$ cat src/hdl/pfco_pkg.sv
`timescale 1ns / 1ps
// ----------------------------------------------------------------------------
// pfco_pkg
// Shared types, constants and state encoding for the prime factor count
// ordering block.
// ----------------------------------------------------------------------------
package pfco_pkg;

    localparam int NUM_W = 21;
    localparam logic [NUM_W-1:0] UPPER_BOUND_RESET = 21'd2000000;

    localparam logic FUNC_BUILD = 1'b0;
    localparam logic FUNC_QUERY = 1'b1;

    localparam logic STATUS_OK  = 1'b0;
    localparam logic STATUS_ERR = 1'b1;

    typedef struct packed {
        logic             func;
        logic [NUM_W-1:0] position;
    } t_in;

    typedef struct packed {
        logic [NUM_W-1:0] value;
        logic             status;
    } t_out;

    typedef enum logic [3:0] {
        ST_IDLE,
        ST_CLEAR,
        ST_SIEVE_RD,
        ST_SIEVE_CHK,
        ST_MULT_RD,
        ST_MULT_WR,
        ST_SIEVE_POW,
        ST_HIST_CLR,
        ST_HIST,
        ST_PREFIX,
        ST_PLACE,
        ST_QUERY,
        ST_DONE
    } t_state;

    // controller -> datapath commands
    typedef struct packed {
        t_state state;
        logic   load;
        logic   build;
    } t_cmd;

    // datapath -> controller status
    typedef struct packed {
        logic clear_done;
        logic n_done;
        logic is_prime;
        logic mult_done;
        logic pow_next;
        logic c_last;
        logic hist_done;
        logic prefix_done;
        logic place_done;
    } t_stat;

endpackage

$ cat src/hdl/pfco_ctrl.sv
`timescale 1ns / 1ps
// ----------------------------------------------------------------------------
// pfco_ctrl
// Sequencer for build passes and queries.
// ----------------------------------------------------------------------------
module pfco_ctrl (
    input  logic            i_clk,
    input  logic            i_rst_n,
    input  logic            i_start,
    input  logic            i_func,
    input  pfco_pkg::t_stat i_stat,
    output pfco_pkg::t_cmd  o_cmd,
    output logic            o_busy,
    output logic            o_strobe
);
    pfco_pkg::t_state r_state, n_state;
    logic r_build, n_build, r_strobe, n_strobe;

    // hold state
    always_ff @(posedge i_clk) begin
        if (!i_rst_n) begin
            r_state  <= pfco_pkg::ST_IDLE;
            r_build  <= 1'b0;
            r_strobe <= 1'b0;
        end else begin
            r_state  <= n_state;
            r_build  <= n_build;
            r_strobe <= n_strobe;
        end
    end

    // next state and commands
    always_comb begin
        n_state     = r_state;
        n_build     = r_build;
        n_strobe    = 1'b0;
        o_cmd.state = r_state;
        o_cmd.load  = 1'b0;
        o_cmd.build = 1'b0;
        case (r_state)
            pfco_pkg::ST_IDLE: begin
                if (i_start) begin
                    o_cmd.load = 1'b1;
                    n_build = (i_func == pfco_pkg::FUNC_BUILD);
                    n_state = (i_func == pfco_pkg::FUNC_BUILD) ?
                              pfco_pkg::ST_CLEAR : pfco_pkg::ST_QUERY;
                end
            end
            pfco_pkg::ST_CLEAR: begin
                if (i_stat.clear_done) n_state = pfco_pkg::ST_SIEVE_RD;
            end
            // read count of n, then test it
            pfco_pkg::ST_SIEVE_RD: begin
                n_state = i_stat.n_done ? pfco_pkg::ST_HIST_CLR : pfco_pkg::ST_SIEVE_CHK;
            end
            pfco_pkg::ST_SIEVE_CHK: begin
                n_state = i_stat.is_prime ? pfco_pkg::ST_MULT_RD : pfco_pkg::ST_SIEVE_RD;
            end
            // walk multiples of the current power: read, then write
            pfco_pkg::ST_MULT_RD: begin
                n_state = i_stat.mult_done ? pfco_pkg::ST_SIEVE_POW : pfco_pkg::ST_MULT_WR;
            end
            pfco_pkg::ST_MULT_WR: begin
                n_state = pfco_pkg::ST_MULT_RD;
            end
            pfco_pkg::ST_SIEVE_POW: begin
                n_state = i_stat.pow_next ? pfco_pkg::ST_MULT_RD : pfco_pkg::ST_SIEVE_RD;
            end
            pfco_pkg::ST_HIST_CLR: begin
                if (i_stat.c_last) n_state = pfco_pkg::ST_HIST;
            end
            pfco_pkg::ST_HIST: begin
                if (i_stat.hist_done) n_state = pfco_pkg::ST_PREFIX;
            end
            pfco_pkg::ST_PREFIX: begin
                if (i_stat.prefix_done) n_state = pfco_pkg::ST_PLACE;
            end
            pfco_pkg::ST_PLACE: begin
                if (i_stat.place_done) n_state = pfco_pkg::ST_DONE;
            end
            pfco_pkg::ST_QUERY: begin
                n_state = pfco_pkg::ST_DONE;
            end
            pfco_pkg::ST_DONE: begin
                o_cmd.build = r_build;
                n_strobe = 1'b1;
                n_state  = pfco_pkg::ST_IDLE;
            end
            default: begin
                n_state = pfco_pkg::ST_IDLE;
            end
        endcase
    end

    assign o_busy   = (r_state != pfco_pkg::ST_IDLE);
    assign o_strobe = r_strobe;

    // a result strobe follows only a finished transaction
    a_strobe_after_done: assert property (@(posedge i_clk) disable iff (!i_rst_n)
        o_strobe |-> $past(r_state == pfco_pkg::ST_DONE)) else $error("stray strobe");
    a_idle_after_done: assert property (@(posedge i_clk) disable iff (!i_rst_n)
        r_state == pfco_pkg::ST_DONE |=> r_state == pfco_pkg::ST_IDLE)
        else $error("done not followed by idle");
    a_query_short: assert property (@(posedge i_clk) disable iff (!i_rst_n)
        r_state == pfco_pkg::ST_QUERY |=> r_state == pfco_pkg::ST_DONE)
        else $error("query overran");
endmodule
$ cat config.mk
export PLATFORM = sky130hd
export DESIGN_NAME = pfco_ctrl
export DESIGN_NICKNAME = d
export VERILOG_FILES = /design/src/hdl/pfco_pkg.sv /design/src/hdl/pfco_ctrl.sv
export SDC_FILE = /design/constraint.sdc
export NUM_CORES = 1
export LEC_CHECK = 0
export CAP_MARGIN = 40
export CORE_AREA = 2 2 39 41
export CTS_CLUSTER_DIAMETER = 30
export DETAILED_ROUTE_END_ITERATION = 7
export DIE_AREA = 0 0 41 43
export DONT_BUFFER_PORTS = 1
export HOLD_SLACK_MARGIN = 0.08
export PLACE_DENSITY = 0.56
export SLEW_MARGIN = 20
export SYNTH_ARGS = -nofsm -noshare
export SYNTH_HDL_FRONTEND = slang
export SYNTH_SLANG_ARGS = --single-unit
$ cat constraint.sdc
create_clock -name i_clk -period 2.85 [get_ports i_clk]
set_input_delay 0.1425 -clock i_clk [delete_from_list [all_inputs] [get_ports i_clk]]
set_output_delay 0.1425 -clock i_clk [all_outputs]
set_load 0.01 [all_outputs]
# After elaboration in Yosys (flattened, before gate mapping)
# Index checks and enable logic that the tools add are counted.
# totals
register_bits	6
inputBits	13
out_inout_bits	8
elab_cells	42
# op_classes
n_eq_ne	18
muxes	16
n_bitwise	1
n_reduce_logical	4
# op_table
cell	count
$pmux 4 s12	1
$mux 4	7
$eq 4x4->1 const B	5
$eq 4x3->1 const B	4
$ne 2x2->1 const B	6
$mux 3	3
$eq 4x2->1 const B	2
$reduce_and 6->1	1
$eq 4x1->1 const B	1
$logic_not 4->1	1
$mux 1	4
$reduce_bool 4->1	1
$mux 2	1
$reduce_and 2->1	1
$not 1->1	1

# Logic depth before layout (Yosys ltp)
# Gate-level depths: netlist (run 1).
# logic_depth
word_depth	3
ltp_mapped	5
ltp_nobuf	4

# Worst setup path before layout (run 1)
# Ideal clock, no wire load.
# synth_path
path_kind	register -> register
start	register r_state[3]
end	register r_state[1]
setup_ns	0.135
arrival_time_ns	1.444
t_required_ns	2.715
setup_slack_ns	1.271
stages_incl_launch_ff	6
n_path_buf	1
synth_period_minus_slack_ns	1.579
path_cell_list	dfxtp_1 > buf_6 > mux2_2 > o32a_1 > a21oi_1 > a311oi_2
# synth_via
elab_chain_cells	3
word_cells_on_any_way	20
classes_between	17 x eq/ne; 1 x mux; 2 x reduce/logical
# synth_rtl
item	line	rtl
start, declared	pfco_ctrl.sv:16	pfco_pkg::t_state r_state, n_state;
start signal, assigned	pfco_ctrl.sv:22	r_state <= pfco_pkg::ST_IDLE;
start signal, assigned	pfco_ctrl.sv:26	r_state <= n_state;
$eq 4x1->1, or another cell as far along	pfco_ctrl.sv:40	case (r_state)
$ne 2x2->1 (no line)	--	
$reduce_and 6->1 (no line)	--	
# Several ways; a longest one is shown, not always the timed one.
# A chain may end at the register's enable or synchronous reset.

# Worst setup path in the final report (run 1)
# layout_path
start	register r_state[1]
end	register r_state[1]
# Same word-level chain as after synthesis.

==> results of run 1 <==
## layout by cell type (no fill, tap or decap), types with 2 or more instances in the layout
cell type,count
a21oi_1,7
clkbuf_4,3
dfxtp_1,6
dlygate4sd3_1,2
inv_1,2
mux2_2,2
nand2_1,3
nand2b_1,2
nand3_1,2
nand3b_1,2
nand4b_1,2
nor2_1,2
## critical path, delay by kind of cell, from the launching register on
family / cells / cell delay, ps
mux: 1 / 400
compound gates: 3 / 670
flops: 1 / 680
## cells in the mapped netlist, drive strengths merged, types with 2 or more instances
cell type / instances / area (µm²)
o32a: 2 / 21.3
nand2b: 2 / 12.5
nand2: 3 / 11.3
inv: 2 / 7.51
a21oi: 7 / 35.0
nand3: 2 / 10.0
nand4b: 2 / 17.5
clkbuf: 2 / 7.51
dfxtp: 6 / 120
mux2: 2 / 22.5
nor2: 3 / 13.8
buf: 2 / 16.3
nand3b: 2 / 15.0
## stage by stage
step                      std cells  power [mW]  cell area, µm²   util  hold WS, ps
after global routing             69       0.558             475  0.344          138
after detailed placement         64       0.435             433  0.313          248
after floorplan                  52       0.409             437      -          238
final                            69       0.513             475  0.344          127
after global placement           64       0.435             433  0.313          239
after CTS                        69       0.517             475  0.344          118
## cell families (layout without fill, tap and decap cells)
| logic type | Yosys count | in the layout |
|---|---|---|
| buffers and inverters | 6 | 7 |
| AOI/OAI and AO/OA | 17 | 17 |
| muxes | 3 | 3 |
| and+or+nand+nor | 20 | 20 |
| DFF | 6 | 6 |
## how the worst max path moves through the flow
stage                     startpoint    endpoint  slack [ps]  cells past startpoint
after global routing      r_state[1]  r_state[1]         850                      4
after detailed placement  r_state[1]  r_state[1]         990                      4
after floorplan           r_state[3]  r_state[1]        1270                      5
final                     r_state[1]  r_state[1]         970                      4
after global placement    r_state[1]  r_state[1]        1010                      4
after CTS                 r_state[1]  r_state[1]         980                      4
## registers in the layout, summed over array words and instances (netlist names)
register	cells
o_strobe	1
r_build	1
r_state	4
## area by class of cell
class | instances | area (µm²) | share of cell area
inverter | 2 | 7.51 | 0.0158
timing repair buffer | 2 | 20.0 | 0.0421
tap | 16 | 20.0 | 0.0421
sequential | 6 | 120 | 0.253
multi-input combinational | 40 | 285 | 0.600
clock buffer | 3 | 22.5 | 0.0474
## what timing repair did
action	in CTS	in global routing
gates resized for setup	0	0
hold endpoints to repair	2	0
setup endpoints to repair	0	0
hold buffers	2	0
## routing by layer
layer,track usage,vias to the layer above,wire length [µm],share of wire
met5,0,-,0,0
met4,0.120,0,0,0
met3,0.0314,0,59,0.058
met2,0.194,12,505,0.50
met1,0.159,186,453,0.44
li1,-,203,-,-
## power by group
part | total (mW) | switching [mW] | leakage (nW) | internal, mW
logic | 0.225 | 0.103 | 0.0926 | 0.122
registers | 0.212 | 0.0982 | 0.0493 | 0.113
clock network | 0.0767 | 0.0292 | 0.0138 | 0.0475
total | 0.513 | 0.231 | 0.156 | 0.283
==> results.md, run 1 <==
- Global route total overflow: 0
- Post-synth cell types: 31
- Synthesized area per cell: 8.40 µm²
- Worst-path fanout max: 17
- Die Height: 43 µm
- Synth Area in Simple Gates: 0.298
- First-pass GRT wire length: around 1600 µm
- Critical Path AT: 1990 ps
- CP Data Required Time: 2960 ps
- Die ar.: 1760 µm²
- CP startpoint kind: register
- Sequential cell area fraction in the yosys report: 0.275
- Die width: 41 µm
- Clk root buf: clkbuf_4
- Core area: 1380 µm²
- P per Cell Area: 1080 nW/µm²
- Leakage: 0.156 nW
- Share of cells above drive strength 1: 0.170
- Hold depth: 2
- Largest family of logic cells by synthesized area: simple AND/OR/NAND/NOR gates
- Top_reg_cell synth: dfxtp_1
- Critical path's slowest cell: dfxtp_1
- PortBufs: 0
- Hold EP: r_state[2]
- Fmax achieved: 532 MHz
- Final ANT Viol Nets: 0
- Synth Area in Compound Gates: 0.281
- WL per Instance: 14.8 µm
- Max-slew headroom: 0.611
- Worst Setup Path Type: register to register
- Via-to-Cell Ratio: 5.81
- Max incr delay on CP: 680 ps
- Fraction of the mapped netlist area in adder cells: 0
- Setup bufs post-CTS: 0
- CTS Buffer Depth: 2
- DRT Wirelength: 1020 µm
- Status: finished, final reports clean
- Hold Path Class: input pin to register
- Iter 0 DRT Violations: 6
- Largest net degree at the start of global routing: 18
- Reg2reg end: r_state[1]
- Maxcap violations: 0
- Mapped cell area: 437 µm²
- Clock latency at the later pin of the worst-skew pair: 240 ps
- Antenna cells: 0
- Post-synthesis mux area share: 0.0745
- Skew final: approximately 1.6 ps
- Net count, final: 68
- DP Worst Slack: 986 ps
- Endpoints failing hold: 0
- Post-Syn Nets: 65
- Post-route setup slack: approximately 970 ps
- Synth-to-Final Area Change: 8.88%
- Worst r2r path cells: 4
- Initial Utilization: 0.316
- CTS buffer count: 3
- Worst slew pin tran: 575 ps
- # setup viols final: 0
- Rows: 14
- Worst Hold Launch: i_stat[3]
- R2R Setup Slk: 970 ps
- VDD IR max: around 0.18 mV
- Async SR Flop Fraction: 0
- I/O Pins: 21
- Final Cycle Share: 0.660
- Worst R2R Start: r_state[1]
- Minimum clock period: 1880 ps
- Synth Area in XOR/XNOR: 0
- GPL Wtd Cong: roughly 0.63
- Unrepaired setup endpoints after global routing: no
- Htree depth: 1
- Sink Count: 6
- DR vias: 401
- Number of synthesized register bits: 6
- Drt drc: 0
- CTS tree: done
- Total GRT Usage: 0.136
- Initial antenna violation count: 0
- Crit. End Element: register
- Clock Pin Slew Worst Setup and Hold Paths: ~40 ps
- Vias in the first global route: 404
- Post-Synthesis Cells: 52
- Yosys Warn Count: 0
- Setup TNS: 0 ps
- Fillers: roughly 150
- Number of synthesized flops with an enable pin: 0
- Drt first pass iters: 4
- DP Wirelength: about 750 µm
- CP Cell Sequence: mux2_2 > o32a_2 > a21oi_1 > a311oi_2
- Slew Limit Fails: 0
Power figures use the tool's default switching activity.
==> run 2, diff against run 1 <==
==> constraint.sdc (replaced) <==
create_clock -name i_clk -period 1.93 [get_ports i_clk]
set_input_delay 0.0965 -clock i_clk [delete_from_list [all_inputs] [get_ports i_clk]]
set_output_delay 0.0965 -clock i_clk [all_outputs]
set_load 0.01 [all_outputs]
==> results.md, run 2 (synthesis gave the netlist of run 1 again) <==
- Worst-path fanout max: 11
- Synth-to-Final Area Change: 19.8%
- CTS Buffer Depth: 2
- Via-to-Cell Ratio: 5.61
- Antenna cells: 0
- Initial Utilization: 0.316
- DR vias: ~420
- Fmax achieved: 590 MHz
- Slew Limit Fails: 0
- Largest register FFs: 4
- Hold EP: r_build
- Total GRT Usage: 0.141
- Htree depth: 1
- GPL Wtd Cong: approximately 0.7
- Reg2reg end: r_state[3]
- Drt drc: 0
- CP Data Required Time: 1830 ps
- Global route total overflow: 0
- Initial antenna violation count: 0
- Post-route setup slack: about 230 ps
- # setup viols final: 0
- Clk root buf: clkbuf_4
- Buf+Inv Stages, Crit Path: 2
- Worst r2r path cells: 5
- Setup TNS: 0 ps
- Worst R2R Start: r_state[2]
- Crit. End Element: output pin
- Hold depth: 4
- Clock Pin Slew Worst Setup and Hold Paths: 50 ps
- WL per Instance: 14.3 µm
- Placed cell areas: between 400 and 500 µm²
- Iter 0 DRT Violations: 3
- R2R Setup Slk: 350 ps
- CP startpoint kind: register
- Largest net degree at the start of global routing: 15
- I/O Pins: 21
- P per Cell Area: roughly 1500 nW/µm²
- Commonest non-fill, non-tap cell in the layout: a21oi_1
- Critical path's slowest cell: dfxtp_1
- Leakage: 0.186 nW
- Fin area: between 500 and 600 µm²
- Cell Count, Final, Fillers Out: 75
- Most Frequent Cell on Critical Path: buf_4
- VDD IR max: 0.285 mV
- PortBufs: 0
- CTS tree: done
- Net count, final: 74
- Total Power: about 0.81 mW
- Status: finished, final reports clean
- Worst Hold Launch: i_start
- Die ar.: 1760 µm²
- Clock latency at the later pin of the worst-skew pair: 240 ps
- Drt first pass iters: 4
- Vias in the first global route: 418
- CP Cell Sequence: buf_4 > nand2_1 > nor4b_1 > buf_4
- DP Wirelength: 801 µm
- Largest reg by FF count: r_state
- Maxcap violations: 0
- Minimum clock period: 1700 ps
- Critical Path AT: about 1600 ps
- Commonest non-fill, non-tap cells in the layout: a21oi_1, dfxtp_1, buf_4
- CTS buffer count: 3
- DRT Wirelength: 1070 µm
- Placed Cells: 69
- Final Core Density: 0.378
- Worst slew pin tran: 416 ps
- Worst Setup Path Type: register to output pin
- Endpoints failing hold: 0
- Sink Count: 6
- Skew final: about 5.2 ps
- Hold Path Class: input pin to register
- Rows: 14
- DP Worst Slack: between 300 and 400 ps
- Share of cells above drive strength 1: 0.237
- Final ANT Viol Nets: 0
- Die width: 41 µm
- Die Height: ~43 µm
- Setup bufs post-CTS: 0
- Final hold slack: 149 ps
- Max-slew headroom: 0.722
- Max incr delay on CP: 570 ps
- Unrepaired setup endpoints after global routing: no
- Core area: 1380 µm²
- Crit-path leading delay family: flip-flops
- Final Cycle Share: 0.879
- First-pass GRT wire length: 1630 µm
==> run 2: cell types whose count changed in the layout (fill, tap and decap cells not counted) <==
cell,before,now
buf_4,0,5
dlygate4sd3_1,2,3
==> run 2: worst max-delay path by stage <==
stage | cells past startpoint | end | slack, ps | from
after global placement | 4 | r_state[1] | 370 | r_state[1]
final | 4 | o_cmd[0] | 230 | r_state[2]
after global routing | 4 | o_cmd[0] | 120 | r_state[2]
after detailed placement | 4 | r_state[1] | 360 | r_state[1]
after floorplan | 5 | r_state[1] | 350 | r_state[3]
after CTS | 4 | o_cmd[0] | 230 | r_state[2]
==> run 2: worst reg2reg max path: cells and delay by family (launching register included) <==
family                 cells  cell delay (ps)
and+or+nand+nor            2              540
DFF                        1              430
AOI/OAI and AO/OA          2              300
buffers and inverters      1              220
==> run 2: metal layers <==
metal	global-route usage	routed length, µm	up-vias
li1	-	-	214
met1	0.157	447	187
met2	0.203	526	18
met3	0.0314	81	2
met4	0.140	15	0
met5	0	0	-
==> run 2: area by class of cell <==
| class | count | area [µm²] |
|---|---|---|
| tap | 16 | 20.0 |
| inverter | 2 | 7.51 |
| sequential | 6 | 120 |
| fill | 152 | 861 |
| multi-input combinational | 40 | 285 |
| clock buffer | 3 | 22.5 |
| timing repair buffer | 8 | 67.6 |
==> run 2: where the power goes <==
part	switching [mW]	internal (mW)
sequential	0.0561	0.167
clock	0.0436	0.0702
combinational	0.251	0.222
==> run 2: timing repair <==
item                                   4_1_cts  5_1_grt
hold buffers                                 3        0
gates resized for setup                      0        0
endpoints found under the hold margin        4        0
